### config.mk
export PLATFORM = sky130hd
export DESIGN_NAME = sacfl_ctrl
export DESIGN_NICKNAME = d
export VERILOG_FILES = /design/src/rtl/core/sacfl_pkg.sv /design/src/rtl/core/sacfl_ctrl.sv
export SDC_FILE = /design/constraint.sdc
export NUM_CORES = 1
export LEC_CHECK = 0
export BUFFER_PORTS_ARGS = -buffer_cell sky130_fd_sc_hd__buf_2
export CORE_AREA = 2 2 39 41
export CTS_CLUSTER_SIZE = 40
export DETAILED_ROUTE_END_ITERATION = 10
export DIE_AREA = 0 0 41 43
export PLACE_DENSITY = 0.49
export REMOVE_ABC_BUFFERS = 1
export SKIP_CTS_REPAIR_TIMING = 1
export SYNTH_ARGS = -nofsm -noshare
export SYNTH_HDL_FRONTEND = slang
export SYNTH_SLANG_ARGS = --single-unit
### constraint.sdc
create_clock -name clk -period 1 [get_ports clk]
set_input_delay 0.25 -clock clk [delete_from_list [all_inputs] [get_ports clk]]
set_output_delay 0.25 -clock clk [all_outputs]
set_load 0.01 [all_outputs]
### src/rtl/core/sacfl_pkg.sv
// Shared command and status types for the set-associative FIFO cache lookup.
`default_nettype none

package sacfl_pkg;

  // Commands from the controller to the datapath.
  typedef struct packed {
    logic clear_wr;  // write one cleared row of valid bits and fill pointer
    logic load;      // capture a new address
    logic div_step;  // one step of the set-index remainder
    logic read;      // read tags, valid bits and fill pointer of the set
    logic commit;    // present the result and update the set on a miss
  } cmd_t;

  // Status from the datapath to the controller.
  typedef struct packed {
    logic clear_last;  // the clearing pass is on its last row
    logic div_last;    // the remainder is on its last step
  } status_t;

endpackage

`default_nettype wire

### src/rtl/core/sacfl_ctrl.sv
// Controller state machine for the set-associative FIFO cache lookup.
`default_nettype none

module sacfl_ctrl #(
  parameter bit USE_DIV = 1'b0
) (
  input  wire              clk,
  input  wire              rst,
  input  wire              req_valid,
  output logic             req_stall,
  output logic             rsp_valid,
  input  wire              rsp_stall,
  output sacfl_pkg::cmd_t  cmd,
  input  sacfl_pkg::status_t st
);
  import sacfl_pkg::*;

  typedef enum logic [2:0] {
    S_CLEAR,
    S_IDLE,
    S_DIV,
    S_READ,
    S_CMP
  } state_t;

  state_t state;
  logic   accept;
  logic   out_free;

  assign req_stall = (state != S_IDLE);
  assign accept    = req_valid && (state == S_IDLE);
  assign out_free  = !rsp_valid || !rsp_stall;

  always_comb begin
    cmd          = '0;
    cmd.clear_wr = (state == S_CLEAR);
    cmd.load     = accept;
    cmd.div_step = (state == S_DIV);
    cmd.read     = (state == S_READ);
    cmd.commit   = (state == S_CMP) && out_free;
  end

  always_ff @(posedge clk) begin
    if (rst) begin
      state     <= S_CLEAR;
      rsp_valid <= 1'b0;
    end else begin
      if (cmd.commit) begin
        rsp_valid <= 1'b1;
      end else if (!rsp_stall) begin
        rsp_valid <= 1'b0;
      end
      case (state)
        S_CLEAR: begin
          if (st.clear_last) begin
            state <= S_IDLE;
          end
        end
        S_IDLE: begin
          if (accept) begin
            state <= USE_DIV ? S_DIV : S_READ;
          end
        end
        S_DIV: begin
          if (st.div_last) begin
            state <= S_READ;
          end
        end
        S_READ: begin
          state <= S_CMP;
        end
        S_CMP: begin
          if (out_free) begin
            state <= S_IDLE;
          end
        end
        default: begin
          state <= S_IDLE;
        end
      endcase
    end
  end

endmodule

`default_nettype wire

### Word-level counts from Yosys, hierarchy flattened

Index checks and enable logic that the tools add are counted.

* bits of input ports: 6
* logic and storage cells: 26
* output and inout port bits: 7
* flip-flop bits (word level): 4

* reduce and logical (&&, ||, !) cells: 7
* equality and inequality tests: 10
* mux-type cells: 7

Operators with widths (number)
* $pmux 3 s5: 1
* $mux 3: 4
* $eq 3x2->1 const B: 2
* $ne 2x1->1 const B: 3
* $ne 2x2->1 const B: 2
* $reduce_and 4->1: 1
* $eq 3x1->1 const B: 1
* $eq 3x3->1 const B: 1
* $logic_not 3->1: 1
* $ne 3x1->1 const B: 1
* $logic_and 1x1->1: 2
* $logic_not 1->1: 2
* $mux 1: 2
* $logic_or 1x1->1: 1

### Longest topological paths before layout

Gate-level depths: netlist of the first run.

* depth after elaboration: 4
* depth in mapped cells: 3
* gate-level depth less buffers: 3

### Least setup slack after synthesis of the first run

No wires, ideal clock.

* path kind: register to output
* from: register state[2]
* to: output cmd[0] in the netlist's numbering
* required time: 0.750 ns
* slack: -0.251 ns
* arrival time: 1.001 ns
* stages on the path, launching flop included: 3
* cell sequence: dfxtp_1 > or3b_4 > a21oi_1

RTL lines
* from (decl): RTL line sacfl_ctrl.sv:26 `state_t state;`
* from (signal assigned): RTL line sacfl_ctrl.sv:61 `state <= USE_DIV ? S_DIV : S_READ;`
* to (decl): RTL line sacfl_ctrl.sv:13 `output sacfl_pkg::cmd_t cmd,`

==> results.md, run 1 <==
* Slowest cell on crit path: or3b_4
* Hold path start: rst
* Met1 Use GR at 0.0801
* Max cap viols at 0
* Finished Layout Cells at 62
* Max-slew violations at 0
* Type of origin of the critical path: flip-flop
* Rows at 14
* Worst setup margin at -0.412 ns
* Worst EP arrival at 1.16 ns
* Final setup vio count at 10
* Cell Chain, Critical Path: or3b_4, a21oi_2, buf_2
* GRT busiest layer: met2
* Fillers at 157
* Die Width at 41 um
* # diodes at 0
* Yosys top cell by area: dfxtp_1
* Synth Register Bits at 4
* Element type at the critical path end: primary output
* Root buf cell: clkbuf_4
* Area of the multi-input gates at 149 sq um
* RSZ-0062 raised after global routing: true
* Distinct cells, synth at 15
* Peak supply drop at 0.423 mV
* CTS tree: yes
* Syn Area/Cell at 8.51 sq um
* Critical Path Fanout Max at 2
* DIE AREA at 1760 sq um
* Power density of the placed cells at 1200 nW/um^2
* WL per Instance at 9.40 um
* I/O pins at 13
* Reg clk slew, reported paths at 0.04 ns
* Starting Density at 0.154
* Post-DP HPWL at 438 um
* First-pass GRT wire length at 931 um
* Top post-synthesis cells by area: dfxtp_1, o21ba_1, nor3_1, nand2_1, nor2_4
* Met2 Resource Use GR at 0.122
* Synth-to-Final Area Change at 91.8%
* Worst stage delay on the critical path at 0.39 ns
* DRT Pass-1 Iters at 2
* Cells after Synth at 25
* Routability Congestion at 0.756
* Chip Height at 43 um
* Initial antenna violation count at 0
* Largest net degree at the start of global routing at 8
* Most frequent cells in the layout: buf_2, buf_4, nand2_1
* HP Class: in2reg
* Detailed Route Iter0 Violations at 2
* Outcome: complete, but fails checks
* GR met3 Demand/Resource at 0.0314
* Final Hold Viols at 0
* WP buf/inv at 1
* Failing checks: setup timing
* Setup crit start: state[0]$_SDFFE_PP0P_
* Post-route clock skew at 0.00441 ns
* Most common cell after layout, fill and taps aside: buf_2
* Final worst path period need at 1.41 ns
* Setup CP Type: reg2out
* Inst Count DP at 58
* Layout cells sized above 1 at 0.739
* Clock latency at the later pin of the worst-skew pair at 0.24 ns
* Global route total overflow at 0
* Yosys top cell area share at 0.376
* Num CTS Buffers at 3
* CTS H-tree lvls at 1
* Synthesized area at 213 sq um
* Post-route clock period utilization at 1.41
* Vias in the first global route at 252
* Critical path required time at 0.75 ns
* Max Freq at 0.708 GHz
* Register area at 83.8 sq um
* GRT Total Usage at 0.0822
* Slew margin rel. at 0.872
* Worst slew pin tran at 0.191 ns
* Post-Route WL at 583 um
* Vias per inst at 4.00
* Maximum clock path buffer count at 2
* Antenna Violating Nets Remaining at 0
* Via count at 248
* Clock Sinks at 4
* Area of the core at 1380 sq um
* Final net count at 54
* Post-synthesis sequential area ratio at 0.376
* Port buffer count at 12
* Reg2reg start: state[0]$_SDFFE_PP0P_
* Leak pwr at 0.192 nW
* Top Family by Delay on Critical Path: simple AND/OR/NAND/NOR gates
* Total negative slack at -2.26 ns
* Drt drc at 0
* Synth Warn # at 0
## kinds of logic after synthesis
group / Yosys count / share of synthesized area
simple gates: 13 / 0.353
compound gates: 6 / 0.218
flops: 4 / 0.376
buf+inv: 2 / 0.0529
## layout make-up
cell class                      count  area share
Timing Repair Buffer               19       0.310
Sequential cell                     4       0.206
Clock buffer                        3      0.0552
Tap cell                           16      0.0491
Inverter                            1      0.0153
Multi-Input combinational cell     19       0.365
## report_power, final
group | switching [mW] | internal, mW
Combinational | 0.0499 | 0.0611
Sequential | 0.00438 | 0.169
Clock | 0.0711 | 0.135
Total | 0.125 | 0.365
## flip-flops by register name (all words and copies together) (netlist names)
signal	flops
rsp_valid	1
state	3
## Yosys cell counts, drive strengths merged
| master | n |
|---|---|
| nand2 | 4 |
| nor2b | 1 |
| buf | 1 |
| a311oi | 1 |
| nor2 | 2 |
| o21ba | 2 |
| or3b | 1 |
| a21oi | 2 |
| inv | 1 |
| and2 | 1 |
| and3 | 1 |
| nor3 | 3 |
| o21bai | 1 |
| dfxtp | 4 |
## worst register-to-register path, delay by kind of cell (launching register included)
family | cells | cell delay, ns
simple gates | 2 | 0.47
flops | 1 | 0.30
buf+inv | 1 | 0.16
compound gates | 1 | 0.11
## routing by layer
metal / vias to the layer above / part of all wire
li1: 129 / -
met1: 112 / 0.41
met2: 5 / 0.51
met3: 2 / 0.043
met4: 0 / 0.033
met5: - / 0
## metrics by stage
| step | area, sq um | hold slack, ns | util | worst slack, ns | power (mW) |
|---|---|---|---|---|---|
| final | 408 | 0.210 | 0.295 | -0.412 | 0.490 |
| after global routing | 408 | 0.207 | 0.295 | -0.456 | 0.519 |
| after CTS | 353 | 0.209 | 0.255 | -0.446 | 0.486 |
| after detailed placement | 330 | 0.463 | 0.239 | -0.184 | 0.271 |
| after global placement | 330 | 0.462 | 0.239 | -0.185 | 0.271 |
| after floorplan | 205 | 0.319 | - | -0.251 | 0.219 |
## worst paths after layout
kind | endpoint | slack [ns] | cells past startpoint
worst max-delay path | cmd[0] | -0.41 | 3
worst min-delay path | rsp_valid$_SDFFE_PP0P_ | 0.21 | 2
worst max register to register | state[2]$_SDFFE_PP0P_ | -0.11 | 4
worst min register to register | rsp_valid$_SDFFE_PP0P_ | 0.55 | 2
Note: power is estimated with default switching activity, not from simulation.
==> inputs of run 2 (changes only) <==
- PLACE_DENSITY: 0.49 -> 0.48
- clock period: 1 -> 1.5 ns (I/O delays scaled with it)
==> run 2 against run 1 <==
The flow still finishes with violations (setup timing). Critical path type unchanged. Worst hold slack improved by 0.13 ns. Largest cell class unchanged. Flip-flop and latch count did not move. Clock-buffer cell count did not move. Global-route usage fell by 0.79 points.
==> results.md, run 2 (synthesized netlist as in run 1, its figures left out) <==
* Most common cell after layout, fill and taps aside: buf_2
* Clock Sinks at 4 (unchanged)
* Routability Congestion at 0.729 (-3.5%)
* Area of the core at 1380 sq um (unchanged)
* Post-Route WL at 551 um (-5.5%)
* Die Width at 41 um (unchanged)
* Final worst path period need at 1.56 ns
* Reg clk slew, reported paths at 0.04 ns (about the same)
* Max-slew violations at 0 (unchanged)
* CTS H-tree lvls at 1 (unchanged)
* Detailed Route Iter0 Violations at 6 (+4)
* Element type at the critical path end: primary output
* Setup CP Type: reg2out
* Peak supply drop at 0.216 mV (-49%)
* Root buf cell: clkbuf_4
* Initial antenna violation count at 0 (unchanged)
* Global route total overflow at 0 (unchanged)
* Cell Chain, Critical Path: or3b_4, a21oi_2, buf_2
* Largest net degree at the start of global routing at 8 (unchanged)
* Slew margin rel. at 0.876 (+0.00463)
* Final setup vio count at 1 (-9)
* Antenna Violating Nets Remaining at 0 (unchanged)
* # diodes at 0 (unchanged)
* Chip Height at 43 um (unchanged)
* Worst slew pin tran at 0.185 ns (-0.00690 ns)
* Final net count at 50 (-7.4%)
* Vias in the first global route at 246 (-2.4%)
* Type of origin of the critical path: flip-flop
* Final Hold Viols at 0 (unchanged)
* Largest Register: state
* Via count at 240 (-3.2%)
* DIE AREA at 1760 sq um (unchanged)
* Starting Density at 0.154 (unchanged)
* Max FFs per register at 3 (unchanged)
* Fillers at 155 (-1.3%)
* First-pass GRT wire length at 841 um (-9.7%)
* Clock latency at the later pin of the worst-skew pair at 0.24 ns (about the same)
* Area of the multi-input gates at 143 sq um (-4.2%)
* Worst stage delay on the critical path at 0.42 ns (+0.03 ns)
* Most frequent cells in the layout: buf_2, nand2_1, clkbuf_4
* Vias per inst at 4.14 (+3.4%)
* RSZ-0062 raised after global routing: true
* HP Class: in2reg
* Finished Core Util at 0.259 (-0.0362)
* Top Family by Delay on Critical Path: simple AND/OR/NAND/NOR gates
* Num CTS Buffers at 3 (unchanged)
* Layout cells sized above 1 at 0.643 (-0.0963)
* GRT Total Usage at 0.0743 (-0.00795)
* Drt drc at 0 (unchanged)
* I/O pins at 13 (unchanged)
* Critical Path Fanout Max at 3 (+1)
* Port buffer count at 12 (unchanged)
* Worst setup margin at -0.0649 ns (+0.347 ns)
* Critical path required time at 1.12 ns (+0.37 ns)
* Failing checks: setup timing
* DRT Pass-1 Iters at 3 (+1)
* Leak pwr at 0.172 nW (-11%)
* WL per Instance at 9.50 um (+1.0%)
* Max Freq at 0.639 GHz
* Rows at 14 (unchanged)
* Outcome: complete, but fails checks
* Synth-to-Final Area Change at 68.2%
* Max cap viols at 0 (unchanged)
* Register area at 82.6 sq um (-1.5%)
* Power density of the placed cells at 888 nW/um^2 (-26%)
* CTS tree: yes
* Slowest cell on crit path: or3b_4
* Post-route clock skew at 0.000915 ns (-0.00350 ns)
* Post-route clock period utilization at 1.04
* WP buf/inv at 1 (unchanged)
* Maximum clock path buffer count at 2 (unchanged)
* Worst EP arrival at 1.19 ns (+0.03 ns)
* Biggest regs: state (3), rsp_valid (1)
* PnR Total Power at 0.318 mW (-35%)
-- run 2: where the power goes --
| part | internal, mW | switching [mW] |
|---|---|---|
| sequential | 0.113 | 0.00278 |
| combinational | 0.0340 | 0.0316 |
| clock | 0.0897 | 0.0471 |
-- run 2: layout make-up --
| cell class | count | area share |
|---|---|---|
| Tap cell | 16 | 0.0559 |
| Sequential cell | 4 | 0.231 |
| Timing Repair Buffer | 15 | 0.241 |
| Multi-Input combinational cell | 19 | 0.399 |
| Clock buffer | 3 | 0.0629 |
| Inverter | 1 | 0.0105 |
-- run 2: per-stage QoR --
step                worst slack, ns  area (sq um)  cells  setup TNS [ns]  hold WS [ns]
floorplan                     0.124           205     24               0         0.444
global placement              0.156           308     55               0         0.529
detailed placement            0.160           308     55               0         0.530
CTS                         -0.0909           330     58          -0.121         0.348
global route                -0.0996           358     58         -0.0996         0.360
finish                      -0.0649           358     58         -0.0649         0.341
-- run 2: worst paths after layout --
kind	startpoint	to	slack [ns]	cells after the start
max	state[0]$_SDFFE_PP0P_	cmd[0]	-0.06	3
min	rst	state[1]$_SDFFE_PP0P_	0.34	2
max reg2reg	state[0]$_SDFFE_PP0P_	state[2]$_SDFFE_PP0P_	0.51	3
min reg2reg	state[2]$_SDFFE_PP0P_	state[1]$_SDFFE_PP0P_	0.53	2
-- run 2: per-layer routing --
layer  vias up  GRT usage  share of wire
li1        120          -              -
met1       112     0.0740           0.40
met2         6      0.113           0.53
met3         2     0.0314          0.042
met4         0     0.0600          0.024
met5         -          0              0
==> inputs of run 3 (changes only) <==
- CTS_BUF_LIST: not set -> sky130_fd_sc_hd__clkbuf_8
- RECOVER_POWER: not set -> 25
- SETUP_SLACK_MARGIN: not set -> 0.15
==> run 3 against run 2 <==
The flow still finishes with violations (setup timing). Setup slack gained 0.026 ns. Flip-flop and latch count is the same. Fmax rose by 1.7%. Sequential share of layout area shrank 2.3 points. Worst hold slack improved by 0.028 ns. Die area did not move. Non-clock buffer count unchanged. Combinational power grew 9.0%. Critical path type unchanged. Critical endpoint unchanged. Largest cell class unchanged.
==> results.md, run 3 (synthesized netlist as in run 1, its figures left out) <==
* Leak pwr at 0.186 nW (+8.0%)
* Post-Route WL at 568 um (+3.1%)
* Critical Path Fanout Max at 3 (unchanged)
* Final setup vio count at 1 (unchanged)
* Post-route clock period utilization at 1.03 (-0.0173)
* Num CTS Buffers at 3 (unchanged)
* Synth-to-Final Area Change at 87.1%
* Max Freq at 0.650 GHz (+1.7%)
* Top Family by Delay on Critical Path: simple AND/OR/NAND/NOR gates
* Area of the core at 1380 sq um (unchanged)
* Final Hold Viols at 0 (unchanged)
* Biggest regs: state (3), rsp_valid (1)
* Final net count at 50 (unchanged)
* Worst slew pin tran at 0.187 ns (+0.00202 ns)
* CTS H-tree lvls at 1 (unchanged)
* Layout cells sized above 1 at 0.690 (+0.0476)
* Worst stage delay on the critical path at 0.42 ns (about the same)
* DIE AREA at 1760 sq um (unchanged)
* DRT Pass-1 Iters at 2 (-1)
* Outcome: complete, but fails checks
* Clock latency at the later pin of the worst-skew pair at 0.21 ns (-0.03 ns)
* Largest net degree at the start of global routing at 8 (unchanged)
* Most frequent cells in the layout: buf_2, nand2_1, clkbuf_8
* Post-route clock skew at 0.00128 ns (+0.000368 ns)
* Slew margin rel. at 0.875 (-0.00135)
* Max FFs per register at 3 (unchanged)
* Cell Chain, Critical Path: or3b_4, a21oi_2, buf_2
* Routability Congestion at 0.729 (unchanged)
* Drt drc at 0 (unchanged)
* Critical path required time at 1.12 ns (about the same)
* Reg clk slew, reported paths at 0.03 ns (about the same)
* I/O pins at 13 (unchanged)
* Element type at the critical path end: primary output
* First-pass GRT wire length at 841 um (unchanged)
* Finished Core Util at 0.288 (+0.0289)
* Finished Layout Cells at 58 (unchanged)
* Root buf cell: clkbuf_8
* Peak supply drop at 0.269 mV (+24%)
* GRT Total Usage at 0.0743 (unchanged)
* Worst setup margin at -0.0390 ns (+0.0259 ns)
* Max-slew violations at 0 (unchanged)
* Largest Register: state
* Detailed Route Iter0 Violations at 1 (-5)
* Clock Sinks at 4 (unchanged)
* Port buffer count at 12 (unchanged)
* Reg-to-reg slack, setup at 0.51 ns (about the same)
* Die Width at 41 um (unchanged)
* Type of origin of the critical path: flip-flop
* WL per Instance at 9.79 um (+3.1%)
* # diodes at 0 (unchanged)
* Most common cell after layout, fill and taps aside: buf_2
* Starting Density at 0.154 (unchanged)
* Initial antenna violation count at 0 (unchanged)
* Setup CP Type: reg2out
* Via count at 239 (-0.42%)
* Rows at 14 (unchanged)
* CTS tree: yes
* Maximum clock path buffer count at 2 (unchanged)
* Worst EP arrival at 1.16 ns (-0.03 ns)
* RSZ-0062 raised after global routing: true
* WP buf/inv at 1 (unchanged)
* Power density of the placed cells at 1030 nW/um^2 (+16%)
* Vias per inst at 4.12 (-0.42%)
* Inst Count DP at 55 (unchanged)
* Antenna Violating Nets Remaining at 0 (unchanged)
* Final worst path period need at 1.54 ns (-0.0259 ns)
* Global route total overflow at 0 (unchanged)
* Slowest cell on crit path: or3b_4
* Max cap viols at 0 (unchanged)
* HP Class: in2reg
* Failing checks: setup timing
* Chip Height at 43 um (unchanged)
* Vias in the first global route at 246 (unchanged)
run 3: cell counts in the layout (fill, tap and decap cells not counted):
Identical to the previous run, type by type.
run 3: path summary, 6_finish.rpt:
kind                               start  cells past startpoint                endpoint
setup / recovery   state[0]$_SDFFE_PP0P_                      3                  cmd[0]
hold reg to reg   rsp_valid$_SDFFE_PP0P_                      2  rsp_valid$_SDFFE_PP0P_
hold / removal                       rst                      2   state[1]$_SDFFE_PP0P_
setup reg to reg   state[0]$_SDFFE_PP0P_                      3   state[2]$_SDFFE_PP0P_
run 3: metrics by stage:
step / setup WS, ns / TNS (ns) / cell area (sq um) / total power [mW] / hold slack (ns)
floorplan: 0.124 / 0 / 205 / 0.146 / 0.444
detailed placement: 0.160 / 0 / 308 / 0.176 / 0.530
global placement: 0.156 / 0 / 308 / 0.176 / 0.529
finish: -0.0390 / -0.0390 / 398 / 0.410 / 0.368
CTS: -0.0682 / -0.0760 / 349 / 0.403 / 0.369
global route: -0.0731 / -0.0731 / 398 / 0.424 / 0.385
run 3: routing by layer:
| layer | routed length (um) | up-vias | part of all wire | GRT usage |
|---|---|---|---|---|
| met4 | 0 | 0 | 0 | 0.0600 |
| met5 | 0 | - | 0 | 0 |
| li1 | - | 121 | - | - |
| met3 | 20 | 0 | 0.035 | 0.0314 |
| met1 | 220 | 115 | 0.39 | 0.0740 |
| met2 | 327 | 3 | 0.58 | 0.113 |
run 3: report_power, final:
part	switching, mW	leakage (nW)	internal, mW	total [mW]
clock network	0.0524	0.0216	0.171	0.223
logic	0.0344	0.131	0.0370	0.0714
registers	0.00281	0.0336	0.113	0.116
run 3: layout make-up:
class                      count  area, sq um
timing repair buffer          15         92.6
inverter                       1         6.26
sequential                     4         82.6
multi-input combinational     19          155
clock buffer                   3         41.3
fill                         154          986
tap                           16         20.0
